`config.mk`:
```
export PLATFORM = sky130hd
export DESIGN_NAME = sorted_priority_queue
export DESIGN_NICKNAME = d
export VERILOG_FILES = /design/src/hdl/spq_pkg.sv /design/src/hdl/spq_cell.sv /design/src/hdl/sorted_priority_queue.sv
export SDC_FILE = /design/constraint.sdc
export NUM_CORES = 1
export LEC_CHECK = 0
export BUFFER_PORTS_ARGS = -buffer_cell sky130_fd_sc_hd__buf_2
export CAP_MARGIN = 20
export CORE_MARGIN = 2
export CORE_UTILIZATION = 60
export DETAILED_ROUTE_END_ITERATION = 8
export PLACE_DENSITY = 0.78
export SETUP_SLACK_MARGIN = 0.4
export SLEW_MARGIN = 10
export SYNTH_ARGS = -nofsm -noshare
export SYNTH_HDL_FRONTEND = slang
export SYNTH_SLANG_ARGS = --single-unit
```
`constraint.sdc`:
```
create_clock -name clk_i -period 5.8 [get_ports clk_i]
set_input_delay 0.58 -clock clk_i [delete_from_list [all_inputs] [get_ports clk_i]]
set_output_delay 0.58 -clock clk_i [all_outputs]
set_load 0.05 [all_outputs]
```
`src/hdl/spq_pkg.sv`:
```
package spq_pkg;

  localparam int unsigned Depth = 8;
  localparam int unsigned CntW  = $clog2(Depth + 1);

  localparam int unsigned ValW   = 32;
  localparam int unsigned PriW   = 8;
  localparam int unsigned TotalW = 4;

  typedef enum logic [1:0] {
    OP_INSERT = 2'd0,
    OP_REMOVE = 2'd1,
    OP_STATUS = 2'd2,
    OP_SPARE  = 2'd3
  } opcode_e;

  typedef enum logic [1:0] {
    ST_DONE       = 2'd0,
    ST_FULL       = 2'd1,
    ST_EMPTY      = 2'd2,
    ST_RESERVED   = 2'd3
  } status_e;

  // One slot of the sorted row.
  typedef struct packed {
    logic            valid;
    logic [PriW-1:0] pri;
    logic [ValW-1:0] val;
  } entry_t;

  // Broadcast to every cell for one transaction.
  typedef struct packed {
    logic            insert;
    logic            remove;
    logic [PriW-1:0] pri;
    logic [ValW-1:0] val;
  } cell_ctrl_t;

endpackage

```
`src/hdl/spq_cell.sv`:
```
module spq_cell
  import spq_pkg::*;
(
  input  logic       clk_i,
  input  logic       rst_ni,
  input  cell_ctrl_t ctrl_i,
  input  logic       left_keep_i,
  input  entry_t     left_entry_i,
  input  entry_t     right_entry_i,
  output logic       keep_o,
  output entry_t     entry_o
);

  logic            valid_q, valid_d;
  logic [PriW-1:0] pri_q, pri_d;
  logic [ValW-1:0] val_q, val_d;

  // Entry stays put on insert when it ranks at or above the new one.
  assign keep_o  = valid_q && (pri_q >= ctrl_i.pri);
  assign entry_o = '{valid: valid_q, pri: pri_q, val: val_q};

  always_comb begin
    valid_d = valid_q;
    pri_d   = pri_q;
    val_d   = val_q;
    if (ctrl_i.insert && !keep_o) begin
      if (left_keep_i) begin
        valid_d = 1'b1;
        pri_d   = ctrl_i.pri;
        val_d   = ctrl_i.val;
      end else begin
        valid_d = left_entry_i.valid;
        pri_d   = left_entry_i.pri;
        val_d   = left_entry_i.val;
      end
    end else if (ctrl_i.remove) begin
      valid_d = right_entry_i.valid;
      pri_d   = right_entry_i.pri;
      val_d   = right_entry_i.val;
    end
  end

  always_ff @(posedge clk_i or negedge rst_ni) begin
    if (!rst_ni) begin
      valid_q <= 1'b0;
    end else begin
      valid_q <= valid_d;
    end
  end

  always_ff @(posedge clk_i) begin
    pri_q <= pri_d;
    val_q <= val_d;
  end

endmodule

```
`src/hdl/sorted_priority_queue.sv`:
```
// Sorted priority queue of Depth (priority, value) entries held in a row of cells, highest
// priority in cell 0. On each transaction every cell compares its priority with the
// incoming one in parallel and either holds, loads the new entry, or takes its neighbor's
// entry, so an insert or remove shifts the whole row at once. Equal
// priorities leave in arrival order. A new transaction is taken every cycle as long as the
// result register is empty or being drained in the same cycle; head, tail, count and the
// empty/full flags in a result reflect the queue after that transaction.
module sorted_priority_queue
  import spq_pkg::*;
(
  input  logic                   clk_i,
  input  logic                   rst_ni,
  input  logic                   in_valid_i,
  output logic                   in_ready_o,
  input  logic [1:0]             opcode_i,
  input  logic signed [ValW-1:0] item_value_i,
  input  logic [PriW-1:0]        item_priority_i,
  output logic                   out_valid_o,
  input  logic                   out_ready_i,
  output logic [1:0]             status_o,
  output logic signed [ValW-1:0] removed_value_o,
  output logic [PriW-1:0]        removed_priority_o,
  output logic signed [ValW-1:0] head_value_o,
  output logic signed [ValW-1:0] tail_value_o,
  output logic [TotalW-1:0]      entry_total_o,
  output logic                   is_empty_o,
  output logic                   is_full_o
);

  entry_t     entries [Depth];
  logic       keeps   [Depth];
  logic       left_keep   [Depth];
  entry_t     left_entry  [Depth];
  entry_t     right_entry [Depth];
  cell_ctrl_t ctrl;

  logic             accept;
  logic             full, empty;
  logic [Depth:0]   valid_ext;
  logic [CntW-1:0]  count;
  logic [ValW-1:0]  tail;
  status_e          status_d;

  logic             out_valid_q;
  status_e          status_q;
  logic [PriW-1:0]  rem_pri_q;
  logic [ValW-1:0]  rem_val_q;

  assign in_ready_o = !out_valid_q || out_ready_i;
  assign accept     = in_valid_i && in_ready_o;

  assign full  = entries[Depth-1].valid;
  assign empty = !entries[0].valid;

  always_comb begin
    ctrl.insert = accept && (opcode_e'(opcode_i) == OP_INSERT) && !full;
    ctrl.remove = accept && (opcode_e'(opcode_i) == OP_REMOVE) && !empty;
    ctrl.pri    = item_priority_i;
    ctrl.val    = item_value_i;
  end

  always_comb begin
    case (opcode_e'(opcode_i))
      OP_INSERT: status_d = full  ? ST_FULL  : ST_DONE;
      OP_REMOVE: status_d = empty ? ST_EMPTY : ST_DONE;
      default:   status_d = ST_DONE;
    endcase
  end

  for (genvar i = 0; i < Depth; i++) begin : g_cell
    if (i == 0) begin : g_first
      assign left_keep[i]  = 1'b1;
      assign left_entry[i] = '0;
    end else begin : g_mid
      assign left_keep[i]  = keeps[i-1];
      assign left_entry[i] = entries[i-1];
    end
    if (i == Depth - 1) begin : g_last
      assign right_entry[i] = '0;
    end else begin : g_inner
      assign right_entry[i] = entries[i+1];
    end

    spq_cell u_cell (
      .clk_i         (clk_i),
      .rst_ni        (rst_ni),
      .ctrl_i        (ctrl),
      .left_keep_i   (left_keep[i]),
      .left_entry_i  (left_entry[i]),
      .right_entry_i (right_entry[i]),
      .keep_o        (keeps[i]),
      .entry_o       (entries[i])
    );
  end

  // Occupancy is a thermometer over the cells; the tail is the last valid one.
  always_comb begin
    valid_ext = '0;
    for (int i = 0; i < Depth; i++) begin
      valid_ext[i] = entries[i].valid;
    end
  end

  always_comb begin
    count = '0;
    tail  = '0;
    for (int i = 0; i < Depth; i++) begin
      count = count + CntW'(valid_ext[i]);
      if (valid_ext[i] && !valid_ext[i+1]) begin
        tail = tail | entries[i].val;
      end
    end
  end

  always_ff @(posedge clk_i or negedge rst_ni) begin
    if (!rst_ni) begin
      out_valid_q <= 1'b0;
    end else if (in_ready_o) begin
      out_valid_q <= in_valid_i;
    end
  end

  always_ff @(posedge clk_i) begin
    if (accept) begin
      status_q  <= status_d;
      rem_pri_q <= ctrl.remove ? entries[0].pri : '0;
      rem_val_q <= ctrl.remove ? entries[0].val : '0;
    end
  end

  logic [CntW+TotalW-1:0] count_wide;
  assign count_wide = {{TotalW{1'b0}}, count};

  assign out_valid_o        = out_valid_q;
  assign status_o           = status_q;
  assign removed_value_o    = rem_val_q;
  assign removed_priority_o = rem_pri_q;
  assign head_value_o       = empty ? '0 : entries[0].val;
  assign tail_value_o       = tail;
  assign entry_total_o      = count_wide[TotalW-1:0];
  assign is_empty_o         = empty;
  assign is_full_o          = full;

endmodule

```
==> summary.txt, run 1 <==
Timing
  • RSZ-0062 raised after global routing: false
  • Fmax: 230.9 MHz
  • Final hold viol count: 0
  • Worst Clk Skew: 0.01970 ns
  • Setup TNS: 0 ns
  • Pin slew with the least headroom to its limit: 1.114 ns
  • Slew HR: 0.2546
  • Period utilisation layout: 0.7468
  • Fin crit period: 4.331 ns
  • Final setup viols: 0
  • Final Max Tran Viols: 0

Synthesis
  • XOR/XNOR share of the synthesized area: 0.0004146
  • Post-synthesis mux area share: 0.1365
  • Synth Instances: 1,845
  • Distinct cells, synth: 53
  • Synth Area in Compound Gates: 0.1687
  • Synth area leaders: edfxtp_1, mux2i_1, a21oi_1
  • Syn_area_per_cell: 11.45 um^2
  • Cell with the most instances after synthesis: edfxtp_1
  • Register bit count reported by yosys: 371
  • Top cell type's share of synthesized area: 0.5146
  • Main synth FF type: edfxtp_1
  • Yosys Warn Count: 0
  • Post-synth net total: 1,955
  • Commonest cells post-synth: edfxtp_1, mux2i_1, a21oi_1, nand2_1, o21ai_0
  • Post-synth EDFFs: 362
  • Post-Synth Adder-Cell Area: 0.03933
  • Asr flop ratio synth: 0.02426
  • Mapped cell area: 21,120 um^2
  • Register area share after synthesis: 0.5253
  • Synth area leader: edfxtp_1
  • Synth Area in Simple Gates: 0.08275
  • Largest family of logic cells by synthesized area: compound AO/OA/AOI/OAI gates

Clock tree
  • CTS tree: yes
  • Setup Fix Bufs, Post-CTS: 0
  • CTS max path bufs: 3
  • Clk Latency, worst-skew pair: 0.56 ns
  • Clk root buf: clkbuf_16
  • Num CTS Buffers: 42
  • CTS sink cnt: 371
  • Worst-path clk slew: 0.06 ns
  • H-tree depth reported by CTS: 2

Pwr
  • Tot Pwr: 0.01068 W
  • Static leakage: 9.019 nW
  • Peak VDD IR: 1.578 mV
  • P per Cell Area: 454.8 nW/um^2

Placed design
  • Global placer's final weighted congestion: 0.9020
  • Placed Cells: 2,342
  • DP HPWL: 37.75 mm
  • Area after DPL: 22,050 um^2
  • Port bufs: 159

Die
  • Area of the core: 34,630 um^2
  • Area of the die: 36,720 um^2
  • I/O Pins: 160
  • Die X: 191.6 um
  • Row cnt: 68
  • Initial Util: 0.6100
  • Die Ht: 191.6 um

Global routing
  • First-pass GRT wire length: 96.30 mm
  • Gr ovfl total: 0
  • Met2 Use GR: 0.5492
  • Grt peak-use layer: met2
  • Largest net degree at the start of global routing: 84
  • Initial antenna violation count: 3
  • Number of global-route vias before repair: 16.23k
  • Gr usage total: 0.3448
  • Met1 Use GR: 0.4693
  • Met3 GRT Util: 0.07327

Setup path
  • Setup crit start kind: flop
  • Worst setup path class: reg -> out
  • R2R Path Start: g_cell[0].u_cell.pri_q[0]$_DFFE_PP_
  • Worst reg2reg setup slack: 1.85 ns
  • CP Capture Type: output pin
  • Critical Path AT: 3.75 ns
  • Worst r2r path cells: 9
  • Reg2reg end: g_cell[0].u_cell.val_q[8]$_DFFE_PP_
  • Crit Path Max Fanout: 8
  • Required time worst endpoint: 5.22 ns

Final layout
  • # nets final: 2,045
  • Share of cells above drive strength 1: 0.1936
  • Layout area overhead: 11.19%
  • Area of the multi-input gates: 9198 um^2
  • Register area: 11,100 um^2
  • Finished Layout Cells: 2,426
  • Final instance area: 23,490 um^2
  • Filler cells: 2,547

Min path
  • Hold Path Sink: out_valid_o$_DFFE_PN0N_
  • Worst hold path class: in -> reg
  • Hold_sp: in_valid_i
  • Hold Path Depth: 2

Drt
  • Drt first-iter violations: 2,329
  • DRC: 0
  • Initial DRT Pass Iterations: 7
  • Final wirelength: 63.47 mm
  • Routed len/inst: 26.16 um
  • Post-DRT Antenna Nets: 0
  • Vias per cell: 6.878
  • Via count: 16.69k

Run status
  • Status: finished, final reports clean

Run
  • Max-cap violations: 0
==> cell type report <==
class	count	area share
Sequential cell	371	0.4724
Multi-Input combinational cell	1293	0.3916
Timing Repair Buffer	203	0.04960
Clock buffer	53	0.04826
Tap cell	455	0.02424
Clock inverter	24	0.009749
Inverter	24	0.003836
Antenna cell	3	0.0003196
==> flip-flops by register name, summed over array words and instances (netlist names) <==
register,flops
removed_priority_o,8
g_cell.u_cell.valid_q,8
g_cell.u_cell.pri_q,64
out_valid_o,1
removed_value_o,32
g_cell.u_cell.val_q,256
status_o,2
==> worst max-delay path: stages (launching register included) <==
cell     delay [ns]
dfrtp_1        0.61
fa_1           0.50
inv_1          0.09
fa_1           0.44
fa_1           0.49
inv_1          0.04
ha_1           0.20
fa_1           0.43
xor2_1         0.13
buf_2          0.27
==> how the worst max path moves through the flow <==
stage               slack (ns)                            startpoint  cells past startpoint                              endpoint
finish                    1.47  g_cell[3].u_cell.valid_q$_DFFE_PN0P_                      9                      entry_total_o[2]
global route              1.36  g_cell[3].u_cell.valid_q$_DFFE_PN0P_                      9                      entry_total_o[2]
CTS                       1.46  g_cell[3].u_cell.valid_q$_DFFE_PN0P_                      9                      entry_total_o[2]
detailed placement        1.40                    item_priority_i[0]                      9  g_cell[0].u_cell.val_q[15]$_DFFE_PP_
global placement          1.46                    item_priority_i[0]                      9   g_cell[0].u_cell.pri_q[1]$_DFFE_PP_
floorplan                 0.47                    item_priority_i[2]                      7   g_cell[6].u_cell.pri_q[0]$_DFFE_PP_
==> cells in the final DEF, fill, tap and decap left out, drive strengths merged, types with 12 or more instances in the layout <==
cell type	synthesis	final
a22o	17	17
edfxtp	362	362
nor2	53	53
o21ai	173	173
inv	24	26
a22oi	33	33
mux2	40	40
a222oi	47	47
nand2b	12	12
buf	67	202
a21oi	268	268
ha	60	60
clkinv	0	14
and2	75	75
nand3	46	46
clkbuf	90	53
mux2i	243	243
nand2	172	172
==> power breakdown <==
part | switching (W) | internal (W)
Sequential | 0.000211 | 0.00324
Combinational | 0.00331 | 0.00124
Clock | 0.00111 | 0.00157
==> what timing repair did <==
item,CTS,global route
gates resized for setup,0,0
endpoints found under the setup margin,0,0
hold buffers,1,0
hold endpoints to repair,9,0
==> metal layers <==
| layer | up-vias | wire length (um) | share of wire |
|---|---|---|---|
| met5 | - | 11 | 0.00017 |
| met4 | 2 | 1974 | 0.031 |
| met3 | 160 | 7544 | 0.12 |
| met2 | 1217 | 29560 | 0.47 |
| met1 | 8114 | 24370 | 0.38 |
| li1 | 7194 | - | - |
==> logic make-up after synthesis <==
group	Yosys count
flip-flops	371
buffers and inverters	181
AO/OA/AOI/OAI	572
AND/OR/NAND/NOR	373
multiplexers	283
adder cells (fa/ha/maj)	64
XOR/XNOR	1
==> through the flow <==
stage	worst slack (ns)	util	hold WS, ns
after floorplan	0.4734	-	0.2844
after global placement	1.463	0.6367	0.4418
after detailed placement	1.400	0.6367	0.4500
final	1.469	0.6783	0.3290
after global routing	1.365	0.6782	0.3360
after CTS	1.460	0.6764	0.3169
Power figures use the tool's default switching activity.
==> inputs of run 2 (changes only) <==
- CORE_UTILIZATION: 60 -> 55
- PLACE_DENSITY: 0.78 -> 0.75
- clock period: 5.8 -> 3.66 ns (I/O delays scaled with it)
==> summary.txt, run 2 (synthesis gave the netlist of run 1 again) <==
Run status
  • Status: finished, violations left (was finished, final reports clean)
  • Failing checks: negative setup slack

Setup path
  • Crit Path Max Fanout: 2 (was 8)
  • Setup crit start kind: flop (unchanged)
  • CP Capture Type: output pin (unchanged)
  • Worst setup path class: reg -> out (unchanged)
  • Critical Path AT: 3.43 ns (was 3.75 ns)
  • Required time worst endpoint: 3.29 ns (was 5.22 ns)

Clock tree
  • Clk root buf: clkbuf_16 (unchanged)
  • CTS tree: yes (unchanged)
  • Clk Latency, worst-skew pair: 0.56 ns (about the same)
  • Worst-path clk slew: 0.06 ns (about the same)
  • CTS sink cnt: 371 (unchanged)
  • H-tree depth reported by CTS: 2 (unchanged)
  • Num CTS Buffers: 42 (unchanged)
  • CTS max path bufs: 3 (unchanged)

Global routing
  • First-pass GRT wire length: 98.66 mm (was 96.30 mm)
  • Gr usage total: 0.3270 (was 0.3448)
  • Gr ovfl total: 0 (unchanged)
  • Largest net degree at the start of global routing: 83 (was 84)
  • Initial antenna violation count: 1 (was 3)
  • Number of global-route vias before repair: 16.75k (was 16.23k)

Timing
  • Fmax: 263.3 MHz
  • Final hold viol count: 0 (unchanged)
  • Fin worst setup slack: -0.1376 ns (was 1.469 ns)
  • Fin crit period: 3.798 ns
  • Slew HR: 0.3200 (was 0.2546)
  • Pin slew with the least headroom to its limit: 1.009 ns (was 1.114 ns)
  • RSZ-0062 raised after global routing: true (was false)
  • Final Max Tran Viols: 0 (unchanged)
  • Period utilisation layout: 1.038
  • Final setup viols: 2 (was 0)
  • Setup TNS: -0.2249 ns (was 0 ns)
  • Worst Clk Skew: 0.02198 ns (was 0.01970 ns)

Die
  • Die X: 200.0 um (was 191.6 um)
  • Die Ht: 200.0 um (was 191.6 um)
  • Area of the core: 37,760 um^2 (was 34,630 um^2)
  • Row cnt: 71 (was 68)
  • Area of the die: 39,990 um^2 (was 36,720 um^2)
  • Initial Util: 0.5595 (was 0.6100)
  • I/O Pins: 160 (unchanged)

Placed design
  • DP HPWL: 38.75 mm (was 37.75 mm)
  • Pre-CTS WS: 0.2966 ns (was 1.400 ns)
  • Global placer's final weighted congestion: 0.8463 (was 0.9020)
  • Port bufs: 159 (unchanged)

Min path
  • Worst hold path class: in -> reg (unchanged)

Final layout
  • Largest reg by FF count: g_cell.u_cell.val_q (unchanged)
  • Share of cells above drive strength 1: 0.2066 (was 0.1936)
  • # nets final: 2,076 (was 2,045)
  • Most frequent cells in the layout: edfxtp_1, mux2i_1, a21oi_1 (unchanged)
  • ANT cells: 0 (was 3)
  • Commonest non-fill, non-tap cell in the layout: edfxtp_1 (unchanged)
  • Largest register FFs: 256 (unchanged)
  • Layout area overhead: 13.21% (was 11.19%)
  • Filler cells: 2,929 (was 2,547)

Run
  • Max-cap violations: 0 (unchanged)

Pwr
  • P per Cell Area: 737.1 nW/um^2 (was 454.8 nW/um^2)
  • Peak VDD IR: 0.4969 mV (was 1.578 mV)
  • Static leakage: 9.194 nW (was 9.019 nW)

Drt
  • Post-DRT Antenna Nets: 0 (unchanged)
  • Initial DRT Pass Iterations: 8 (was 7)
  • Drt first-iter violations: 2,389 (was 2,329)
  • Via count: 16.83k (was 16.69k)
  • Final wirelength: 65.46 mm (was 63.47 mm)
  • Routed len/inst: 26.13 um (was 26.16 um)
  • DRC: 0 (unchanged)
  • Vias per cell: 6.719 (was 6.878)
run 2: changes by cell type in the layout (fill, tap and decap cells not counted), moves of 3 or more:
cell | previous run | this run
buf_12 | 1 | 15
clkbuf_1 | 8 | 4
diode_2 | 3 | 0
clkinv_1 | 7 | 13
buf_2 | 159 | 154
buf_4 | 40 | 59
clkinvlp_4 | 4 | 0
run 2: layer usage:
metal / GRT usage / vias to the layer above / routed length [um]
li1: - / 7246 / -
met1: 0.4497 / 8100 / 25030
met2: 0.5189 / 1258 / 30020
met3: 0.05796 / 225 / 7832
met4: 0.1287 / 2 / 2569
met5: 0 / - / 16
run 2: worst max-delay path, cell delays in order, from the launching register on:
cell	delay (ns)
dfrtp_1	0.39
fa_1	0.54
inv_1	0.05
fa_1	0.45
fa_1	0.50
inv_2	0.05
ha_4	0.15
fa_2	0.38
xor2_4	0.18
buf_6	0.17
run 2: path summary, 6_finish.rpt:
path	startpoint	to	cells past startpoint	slack [ns]
setup / recovery	g_cell[1].u_cell.valid_q$_DFFE_PN0P_	entry_total_o[2]	9	-0.14
hold / removal	in_valid_i	out_valid_o$_DFFE_PN0N_	2	0.09
setup reg to reg	g_cell[0].u_cell.pri_q[0]$_DFFE_PP_	g_cell[0].u_cell.pri_q[1]$_DFFE_PP_	9	0.75
hold reg to reg	g_cell[0].u_cell.pri_q[5]$_DFFE_PP_	removed_priority_o[5]$_SDFFCE_PN0P_	1	0.59
max in group asynchronous	rst_ni	g_cell[2].u_cell.valid_q$_DFFE_PN0P_	2	3.22
min in group asynchronous	rst_ni	out_valid_o$_DFFE_PN0N_	2	0.23
run 2: area by class of cell:
| cell class | count | area [um^2] | share of cell area |
|---|---|---|---|
| flip-flops and latches | 371 | 11100 | 0.4640 |
| multi-input cells | 1293 | 9249 | 0.3867 |
| repair buffers | 234 | 1588 | 0.06639 |
| clock buffers | 47 | 1091 | 0.04562 |
| well taps | 511 | 639.4 | 0.02673 |
| clock inverters | 25 | 162.7 | 0.006801 |
| inverters | 24 | 90.09 | 0.003767 |
run 2: report_power, final:
part	leakage, nW	internal, W	switching (W)
clock network	0.623	0.00227	0.00172
registers	3.45	0.00513	0.000302
logic	5.12	0.00260	0.00561
total	9.19	0.00999	0.00763
run 2: stage by stage:
| step | total power (W) | instances | hold slack, ns | cell area, um^2 | util |
|---|---|---|---|---|---|
| floorplan | 0.01088 | 1845 | 0.07041 | 21180 | - |
| global placement | 0.01283 | 2430 | 0.2366 | 22570 | 0.5977 |
| detailed placement | 0.01297 | 2430 | 0.2460 | 22570 | 0.5977 |
| CTS | 0.01736 | 2504 | 0.07403 | 23890 | 0.6328 |
| global route | 0.01821 | 2505 | 0.1178 | 23920 | 0.6334 |
| finish | 0.01763 | 2505 | 0.08818 | 23920 | 0.6334 |
run 2: timing repair:
item	4_1_cts	5_1_grt
resized for setup	16	3
endpoints found under the setup margin	36	10
hold endpoints to repair	9	0
pin swaps	3	2
buffers inserted	1	1
hold buffers	1	0
